### src/sis_pkg.sv
// ----------------------------------------------------------------------------
// sis_pkg: shared definitions for the sorted insert stack
// Sizes, operation and error codes, and the control word broadcast to cells.
// ----------------------------------------------------------------------------
package sis_pkg;

  localparam int DEPTH       = 16;
  localparam int VALUE_WIDTH = 32;
  localparam int COUNT_WIDTH = $clog2(DEPTH + 1);
  localparam int ERROR_WIDTH = 2;

  // operation codes
  localparam logic MODE_PUSH = 1'b0;
  localparam logic MODE_POP  = 1'b1;

  // error codes
  localparam logic [ERROR_WIDTH-1:0] ERR_OK    = 2'd0;
  localparam logic [ERROR_WIDTH-1:0] ERR_FULL  = 2'd1;
  localparam logic [ERROR_WIDTH-1:0] ERR_EMPTY = 2'd2;

  typedef logic signed [VALUE_WIDTH-1:0] value_t;
  typedef logic [COUNT_WIDTH-1:0]        count_t;

  // control word seen by every cell in the same cycle
  typedef struct packed {
    logic   push;
    logic   pop;
    value_t value;
  } cell_ctl_t;

endpackage

### src/sis_if.sv
// ----------------------------------------------------------------------------
// sis_if: channel interfaces for the sorted insert stack
// Command channel (mode, value) and response channel (top, count, error).
// ----------------------------------------------------------------------------
interface sis_cmd_if;
  logic                valid;
  logic                ready;
  logic                mode;
  sis_pkg::value_t     value;

  modport source (output valid, output mode, output value, input ready);
  modport sink   (input valid, input mode, input value, output ready);
endinterface

interface sis_rsp_if;
  logic                                 valid;
  logic                                 ready;
  sis_pkg::value_t                      top_value;
  logic                                 top_valid;
  sis_pkg::count_t                      entry_count;
  logic [sis_pkg::ERROR_WIDTH-1:0]      error;

  modport source (output valid, output top_value, output top_valid,
                  output entry_count, output error, input ready);
  modport sink   (input valid, input top_value, input top_valid,
                  input entry_count, input error, output ready);
endinterface

### src/sis_cell.sv
// ----------------------------------------------------------------------------
// sis_cell: one entry of the sorted chain
// Holds one value. On push it keeps its value, takes the new value or takes
// the value of the cell above; on pop it takes the value of the cell below.
// ----------------------------------------------------------------------------
module sis_cell (
  input  logic               clk,
  input  sis_pkg::cell_ctl_t ctl,
  input  logic               occupied,
  input  logic               up_lt,
  input  sis_pkg::value_t    up_value,
  input  sis_pkg::value_t    down_value,
  output logic               lt,
  output sis_pkg::value_t    entry,
  output sis_pkg::value_t    entry_next
);

  // stored entry strictly smaller than the incoming word stays put
  assign lt = occupied && (entry < ctl.value);

  // select next content
  always_comb begin
    entry_next = entry;
    if (ctl.push) begin
      if (!lt) begin
        entry_next = up_lt ? ctl.value : up_value;
      end
    end else if (ctl.pop) begin
      entry_next = down_value;
    end
  end

  always_ff @(posedge clk) begin
    entry <= entry_next;
  end

endmodule

### src/sorted_insert_stack.sv
// ----------------------------------------------------------------------------
// sorted_insert_stack: bounded min priority queue built as a chain of cells
// Each command word pushes a signed value or pops the smallest one; every
// command returns one response word with the top value, a valid flag, the
// entry count and an error code.
//
// Channels: cmd (sink) carries mode and value, rsp (source) carries the
// response. A word moves when valid and ready are both high.
// Response: the response is registered and shows in the cycle after the command
// is accepted. Throughput: one command per cycle while no response waits or
// rsp.ready is high; every cell compares and shifts in parallel, so the count
// register and the response register set the pace, not the depth.
// Stall: while a response waits and rsp.ready is low, cmd.ready is low; it
// rises in the same cycle the waiting response is taken.
// Reset: rst clears the entry count and the response valid; cell contents
// are left as they are and are never read before being written.
// Push when full is dropped with ERR_FULL; pop when empty reports ERR_EMPTY.
// ----------------------------------------------------------------------------
module sorted_insert_stack (
  input  logic            clk,
  input  logic            rst,
  sis_cmd_if.sink         cmd,
  sis_rsp_if.source       rsp
);

  localparam int DEPTH = sis_pkg::DEPTH;

  sis_pkg::count_t    count;
  sis_pkg::count_t    count_next;
  logic               accept;
  logic               full;
  logic               empty;
  logic               do_push;
  logic               do_pop;
  sis_pkg::cell_ctl_t ctl;

  logic               rsp_valid;
  sis_pkg::value_t    rsp_top_value;
  logic               rsp_top_valid;
  sis_pkg::count_t    rsp_entry_count;
  logic [sis_pkg::ERROR_WIDTH-1:0] rsp_error;
  logic [sis_pkg::ERROR_WIDTH-1:0] error_next;

  sis_pkg::value_t    entry      [DEPTH];
  sis_pkg::value_t    entry_next [DEPTH];
  logic [DEPTH-1:0]   lt;
  logic [DEPTH-1:0]   occupied;

  // handshake and operation decode
  assign cmd.ready = !rsp_valid || rsp.ready;
  assign accept    = cmd.valid && cmd.ready;
  assign full      = (count == sis_pkg::COUNT_WIDTH'(DEPTH));
  assign empty     = (count == '0);
  assign do_push   = accept && (cmd.mode == sis_pkg::MODE_PUSH) && !full;
  assign do_pop    = accept && (cmd.mode == sis_pkg::MODE_POP) && !empty;

  assign ctl.push  = do_push;
  assign ctl.pop   = do_pop;
  assign ctl.value = cmd.value;

  // count update and error code
  always_comb begin
    count_next = count;
    error_next = sis_pkg::ERR_OK;
    if (do_push) begin
      count_next = count + sis_pkg::COUNT_WIDTH'(1);
    end else if (do_pop) begin
      count_next = count - sis_pkg::COUNT_WIDTH'(1);
    end
    if (cmd.mode == sis_pkg::MODE_PUSH) begin
      if (full) begin
        error_next = sis_pkg::ERR_FULL;
      end
    end else if (empty) begin
      error_next = sis_pkg::ERR_EMPTY;
    end
  end

  // cell chain, index 0 is the top (smallest)
  for (genvar i = 0; i < DEPTH; i++) begin : g_cell
    assign occupied[i] = (count > sis_pkg::COUNT_WIDTH'(i));

    if (i == 0) begin : g_top
      sis_cell u_cell (
        .clk        (clk),
        .ctl        (ctl),
        .occupied   (occupied[i]),
        .up_lt      (1'b1),
        .up_value   ('0),
        .down_value ((DEPTH > 1) ? entry[(i + 1) % DEPTH] : '0),
        .lt         (lt[i]),
        .entry      (entry[i]),
        .entry_next (entry_next[i])
      );
    end else if (i == DEPTH - 1) begin : g_bottom
      sis_cell u_cell (
        .clk        (clk),
        .ctl        (ctl),
        .occupied   (occupied[i]),
        .up_lt      (lt[i-1]),
        .up_value   (entry[i-1]),
        .down_value ('0),
        .lt         (lt[i]),
        .entry      (entry[i]),
        .entry_next (entry_next[i])
      );
    end else begin : g_mid
      sis_cell u_cell (
        .clk        (clk),
        .ctl        (ctl),
        .occupied   (occupied[i]),
        .up_lt      (lt[i-1]),
        .up_value   (entry[i-1]),
        .down_value (entry[i+1]),
        .lt         (lt[i]),
        .entry      (entry[i]),
        .entry_next (entry_next[i])
      );
    end
  end

  // control state
  always_ff @(posedge clk) begin
    if (rst) begin
      count     <= '0;
      rsp_valid <= 1'b0;
    end else begin
      count <= count_next;
      if (accept) begin
        rsp_valid <= 1'b1;
      end else if (rsp.ready) begin
        rsp_valid <= 1'b0;
      end
    end
  end

  // response payload
  always_ff @(posedge clk) begin
    if (accept) begin
      rsp_top_value   <= (count_next == '0) ? '0 : entry_next[0];
      rsp_top_valid   <= (count_next != '0);
      rsp_entry_count <= count_next;
      rsp_error       <= error_next;
    end
  end

  assign rsp.valid       = rsp_valid;
  assign rsp.top_value   = rsp_top_value;
  assign rsp.top_valid   = rsp_top_valid;
  assign rsp.entry_count = rsp_entry_count;
  assign rsp.error       = rsp_error;

endmodule

### src/flat_wrapper.sv
// flat-port wrapper written by rule: the top's interface ports become plain ports
module sorted_insert_stack_flat 
  (clk, rst, cmd_valid, cmd_mode, cmd_value, cmd_ready, rsp_valid, rsp_top_value, rsp_top_valid, rsp_entry_count, rsp_error, rsp_ready);
  sis_cmd_if cmd_i ();
  sis_rsp_if rsp_i ();
  input  logic clk;
  input  logic rst;
  input wire logic [$bits(cmd_i.valid)-1:0] cmd_valid;
  input wire logic [$bits(cmd_i.mode)-1:0] cmd_mode;
  input wire logic [$bits(cmd_i.value)-1:0] cmd_value;
  output wire logic [$bits(cmd_i.ready)-1:0] cmd_ready;
  output wire logic [$bits(rsp_i.valid)-1:0] rsp_valid;
  output wire logic [$bits(rsp_i.top_value)-1:0] rsp_top_value;
  output wire logic [$bits(rsp_i.top_valid)-1:0] rsp_top_valid;
  output wire logic [$bits(rsp_i.entry_count)-1:0] rsp_entry_count;
  output wire logic [$bits(rsp_i.error)-1:0] rsp_error;
  input wire logic [$bits(rsp_i.ready)-1:0] rsp_ready;
  assign cmd_i.valid = cmd_valid;
  assign cmd_i.mode = cmd_mode;
  assign cmd_i.value = cmd_value;
  assign cmd_ready = cmd_i.ready;
  assign rsp_valid = rsp_i.valid;
  assign rsp_top_value = rsp_i.top_value;
  assign rsp_top_valid = rsp_i.top_valid;
  assign rsp_entry_count = rsp_i.entry_count;
  assign rsp_error = rsp_i.error;
  assign rsp_i.ready = rsp_ready;
  sorted_insert_stack u_core (.clk(clk), .rst(rst), .cmd(cmd_i), .rsp(rsp_i));
endmodule
### config.mk
export PLATFORM = sky130hd
export DESIGN_NAME = sorted_insert_stack_flat
export DESIGN_NICKNAME = d
export VERILOG_FILES = /design/src/sis_pkg.sv /design/src/sis_if.sv /design/src/sis_cell.sv /design/src/sorted_insert_stack.sv /design/src/flat_wrapper.sv
export SDC_FILE = /design/constraint.sdc
export NUM_CORES = 2
export LEC_CHECK = 0
export BUFFER_PORTS_ARGS = -buffer_cell sky130_fd_sc_hd__buf_2
export CORE_MARGIN = 2
export CORE_UTILIZATION = 45
export DETAILED_ROUTE_END_ITERATION = 8
export SYNTH_ARGS = -nofsm -noshare
export SYNTH_HDL_FRONTEND = slang
export SYNTH_HIERARCHICAL = 1
export SYNTH_SLANG_ARGS = --single-unit
### constraint.sdc
create_clock -name clk -period 4.74 [get_ports clk]
set_input_delay 0.237 -clock clk [delete_from_list [all_inputs] [get_ports clk]]
set_output_delay 0.237 -clock clk [all_outputs]
set_load 0.01 [all_outputs]
== Word-level counts from Yosys, hierarchy flattened ==
Cells that the tools add are included.

* Reduce and logical (&&, ||, !) cells: 45
* Order comparisons: 32
* Bitwise gates (word level): 1
* $add $sub $neg: 2
* Mux-type cells: 70
* Equality and inequality tests: 16

{| class="wikitable"
|+ Operator list
! cell !! number
|-
| 2-to-1 mux 32 bit || 63
|-
| less-than comparator 32 bit || 16
|-
| greater-than comparator 5 x 4 -> 1 bit, second input constant || 8
|-
| != test 2 bit, second input constant || 15
|-
| AND reduction 2 bit || 15
|-
| logical AND 1 bit || 21
|-
| greater-than comparator 5 x 3 -> 1 bit, second input constant || 4
|-
| greater-than comparator 5 x 1 -> 1 bit, second input constant || 2
|-
| greater-than comparator 5 x 2 -> 1 bit, second input constant || 2
|-
| zero test 5 bit || 2
|-
| 2-to-1 mux 5 bit || 2
|-
| adder 5 x 1 -> 5 bit, second input constant || 1
|-
| equality test 5 bit, second input constant || 1
|-
| nonzero test 5 bit || 1
|-
| subtractor 5 x 1 -> 5 bit, second input constant || 1
|-
| 2-to-1 mux 2 bit || 2
|-
| nonzero test 2 bit || 2
|-
| zero test 1 bit || 3
|-
| 2-to-1 mux 1 bit || 3
|-
| logical OR 1 bit || 1
|-
| NOT 1 bit || 1
|}

* Output and inout port bits: 42
* Register bits after elaboration: 558
* Input port bits: 37

== Logic depth before layout (Yosys ltp) ==
* Depth in word-level cells: 8
* Depth in mapped cells: 13
* Gate-level depth less buffers: 12

== Hierarchy ==
Netlist, hierarchy kept.

{| class="wikitable"
|+ Modules (own cells, without submodules)
! module !! area an instance (um^2) !! cells an instance !! times used !! seq. area each (um^2)
|-
| sis_cell || 2906.5 || 328 || 16 || 640.6
|-
| sorted_insert_stack || 2324.7 || 189 || 1 || 1321.3
|}

== Worst setup path before layout ==
OpenSTA, ideal clock, no wires.

* Path type: register to register
* Start point: reg u_core.count[1]
* End point: reg u_core.rsp_top_value[24], in the netlist u_core/rsp.top_value[24], data pin
* Arrival time: 3.266 ns
* Stages on the path, launching flop included: 12
* Path slack: 1.212 ns
* Cells stage by stage: dfxtp_1 > clkbuf_1 > inv_1 > ha_1 > nor3b_2 > a211oi_1 > clkbuf_1 > nand2_1 > a2111oi_4 > buf_6 > a221oi_2 > a21boi_2

{| class="wikitable"
|+ RTL lines
! what !! RTL line !! source
|-
| from (decl) || sorted_insert_stack.sv:28 || <nowiki>sis_pkg::count_t count;</nowiki>
|-
| from (signal assigned) || sorted_insert_stack.sv:128 || <nowiki>count <= count_next;</nowiki>
|-
| to (signal assigned) || sorted_insert_stack.sv:140 || <nowiki>rsp_top_value <= (count_next == '0) ? '0 : entry_next[0];</nowiki>
|-
| to (decl) || sorted_insert_stack.sv:38 || <nowiki>sis_pkg::value_t rsp_top_value;</nowiki>
|}

==> results.toml <==
[job]
maxCapViolCount = 0

[worst_setup_path]
cp_cell_sequence = "inv_1 > ha_1 > nor3b_2 > a211oi_4 > buf_12 > buf_4 > buf_4 > a211oi_1 > a221oi_2"
crit_required_ns = 5.29
cp_max_fo = 60
cp_slowest_cell = "buf_4"
start_kind = "register"
crit_top_cell = "buf_4"
critPathKind = "register to register"
critical_path.endpoint_type = "register"
crit_path_max_incr_delay_ns = 0.68
cp.arrival_ns = 4.41

[cts]
cts_setup_buffers = 0
clock-sinks = 558
path_clk_slew_ns = 0.06
cts_root_buffer = "clkbuf_16"
clk_latency_ns = 0.64
h-tree-depth = 3
cts_tree = "yes"
cts_buffers = 70
cts.path.max_buffers = 3

[logic_synthesis]
avgSynthCellArea_sq_um = 8.98
synthCells = 5436
yosysWarningCount = 6
syn-cell-area_sq_um = 48800

[sta]
period_share = 0.815
finClkSkew_ns = 0.0163
tightest_slew_ns = 1.17
hold_viol_final = 0
worst_slack_ns = 0.879
fmax_ghz = 0.259
finalSetupTns_ns = 0
fin_crit_ns = 3.86
setup_viol_count_final = 0
rsz0062_at_grt = "false"
max_slew_margin = 0.221
drv_slew = 0

[floorplanning]
chipHeight_microns = 333
rows = 120
dieArea_sq_um = 111000
ios = 79
die_x_microns = 333
initial_core_util = 0.455
coreArea_sq_um = 107000

[layout]
post_route_cells_drive_above_1_share = 0.184
fin_cells = 6963
num-fill-cells = 10100
syn2layout_area_growth_pct = 9.48
finalNetCount = 6044
antennaDiodeCount = 0

[detailed_routing]
drt-vias-per-instance = 5.70
ant_nets = 0
drt_wl_total_microns = 127000
drc = 0
dr_wl_met2_microns = 58700
via_count = 39700
drt_iter0_markers = 2410
drtPass1Iterations = 5
wire_per_inst_microns = 18.3
top_layer = "met4"
routed-wl-met3_microns = 3990
wl_met1_microns = 61900

[placement]
io_buffers = 78
hpwl_microns = 94900
gp_routability_congestion = 0.846
dp.cells = 6835
pre_cts_ws_ns = 0.795

[power_and_ir_drop]
ir_drop_uv = 309
leakagePower_uw = 0.0249
p_per_area_nw_per_um2 = 626

[grt]
grt_overflow = 0
grt_util_all_layers = 0.223
grt_max_degree = 166
grt_pass1_wl_microns = 208000
grt_pass1_vias = 38400
antenna_found_initial = 1

[outcome]
status = "completed"

[worst_hold_path]
min_path_type = "input pin to register"
==> path summary, 6_finish.rpt <==
| kind | start | endpoint | slack [ns] | depth (start not counted) |
|---|---|---|---|---|
| hold / removal | cmd_value[7] | u_core/g_cell[15].g_bottom.u_cell/entry[7] | 0.04 | 3 |
| setup reg to reg | u_core/count[1] | u_core/g_cell[13].g_mid.u_cell/entry[25] | 0.88 | 9 |
| setup / recovery | u_core/count[1] | u_core/g_cell[13].g_mid.u_cell/entry[25] | 0.88 | 9 |
| hold reg to reg | u_core/g_cell[15].g_bottom.u_cell/entry[0] | u_core/g_cell[15].g_bottom.u_cell/entry[0] | 0.49 | 2 |
==> placed cells by master (no fill, tap or decap), types with 17 or more instances in the layout <==
| cell | count |
|---|---|
| inv_1 | 1030 |
| nor2_1 | 535 |
| dfxtp_1 | 518 |
| mux2i_1 | 513 |
| ha_1 | 502 |
| a221oi_2 | 496 |
| a211oi_1 | 481 |
| buf_4 | 185 |
| a21oi_1 | 179 |
| nand2_1 | 118 |
| nand4_1 | 97 |
| buf_2 | 78 |
| clkbuf_16 | 73 |
| nand3_1 | 66 |
| conb_1 | 65 |
| a21o_1 | 48 |
| o21ai_0 | 46 |
| edfxtp_1 | 40 |
| and2_1 | 33 |
| nor3b_1 | 32 |
| a21boi_1 | 20 |
| buf_12 | 20 |
| nor4_2 | 18 |
| clkbuf_8 | 17 |
| nand2b_1 | 17 |
| nor4_1 | 17 |
| a211oi_2 | 17 |
| o21ai_1 | 17 |
==> power breakdown <==
part	total [uW]	switching (uW)	internal, uW
clock	5670	2310	3360
combinational	17800	10100	7700
sequential	10000	2800	7200
total	33400	15200	18300
==> worst max-delay path: cells and delay by family, from the launching register on <==
family                   cells  cell delay, ns
adder cells (fa/ha/maj)      1            0.28
flip-flops                   1            0.65
buffers and inverters        4            1.82
AND/OR/NAND/NOR              1            0.22
AO/OA/AOI/OAI                3            0.71
==> layer usage <==
layer | vias to the layer above | global-route usage
li1 | 20000 | -
met5 | - | 0
met1 | 18900 | 0.308
met3 | 141 | 0.0222
met4 | 0 | 0.0520
met2 | 617 | 0.374
==> final cells by class <==
type,instances,area [sq um],share of cell area
well taps,1403,1760,0.0328
flip-flops and latches,558,11600,0.216
clock buffers,101,2100,0.0393
multi-input cells,3559,31700,0.593
inverters,1032,3870,0.0725
repair buffers,284,2190,0.0410
clock inverters,26,278,0.00520
==> stage by stage <==
step	hold slack, ns	utilization	total power [uW]	area (sq um)
2_1_floorplan	0.306	-	23600	49100
3_3_place_gp	0.481	0.476	27200	51100
3_5_place_dp	0.483	0.476	27800	51100
4_1_cts	0.00400	0.498	33600	53500
5_1_grt	0.0701	0.498	36300	53500
6_report	0.0353	0.498	33400	53500
==> what timing repair did <==
action,in CTS,in global routing
hold buffers,1,0
resized for setup,0,0
hold endpoints to repair,6,0
==> state kept, by name, indices dropped and copies added (netlist names) <==
register / flops
u_core/rsp.top_valid: 1
u_core/rsp.valid: 1
u_core/count: 5
u_core/g_cell.g_bottom.u_cell/entry: 32
u_core/g_cell.g_mid.u_cell/entry: 448
u_core/rsp.top_value: 32
u_core/rsp.entry_count: 5
u_core/rsp.error: 2
u_core/g_cell.g_top.u_cell/entry: 32
No activity file was read; power rests on OpenSTA's default activity.
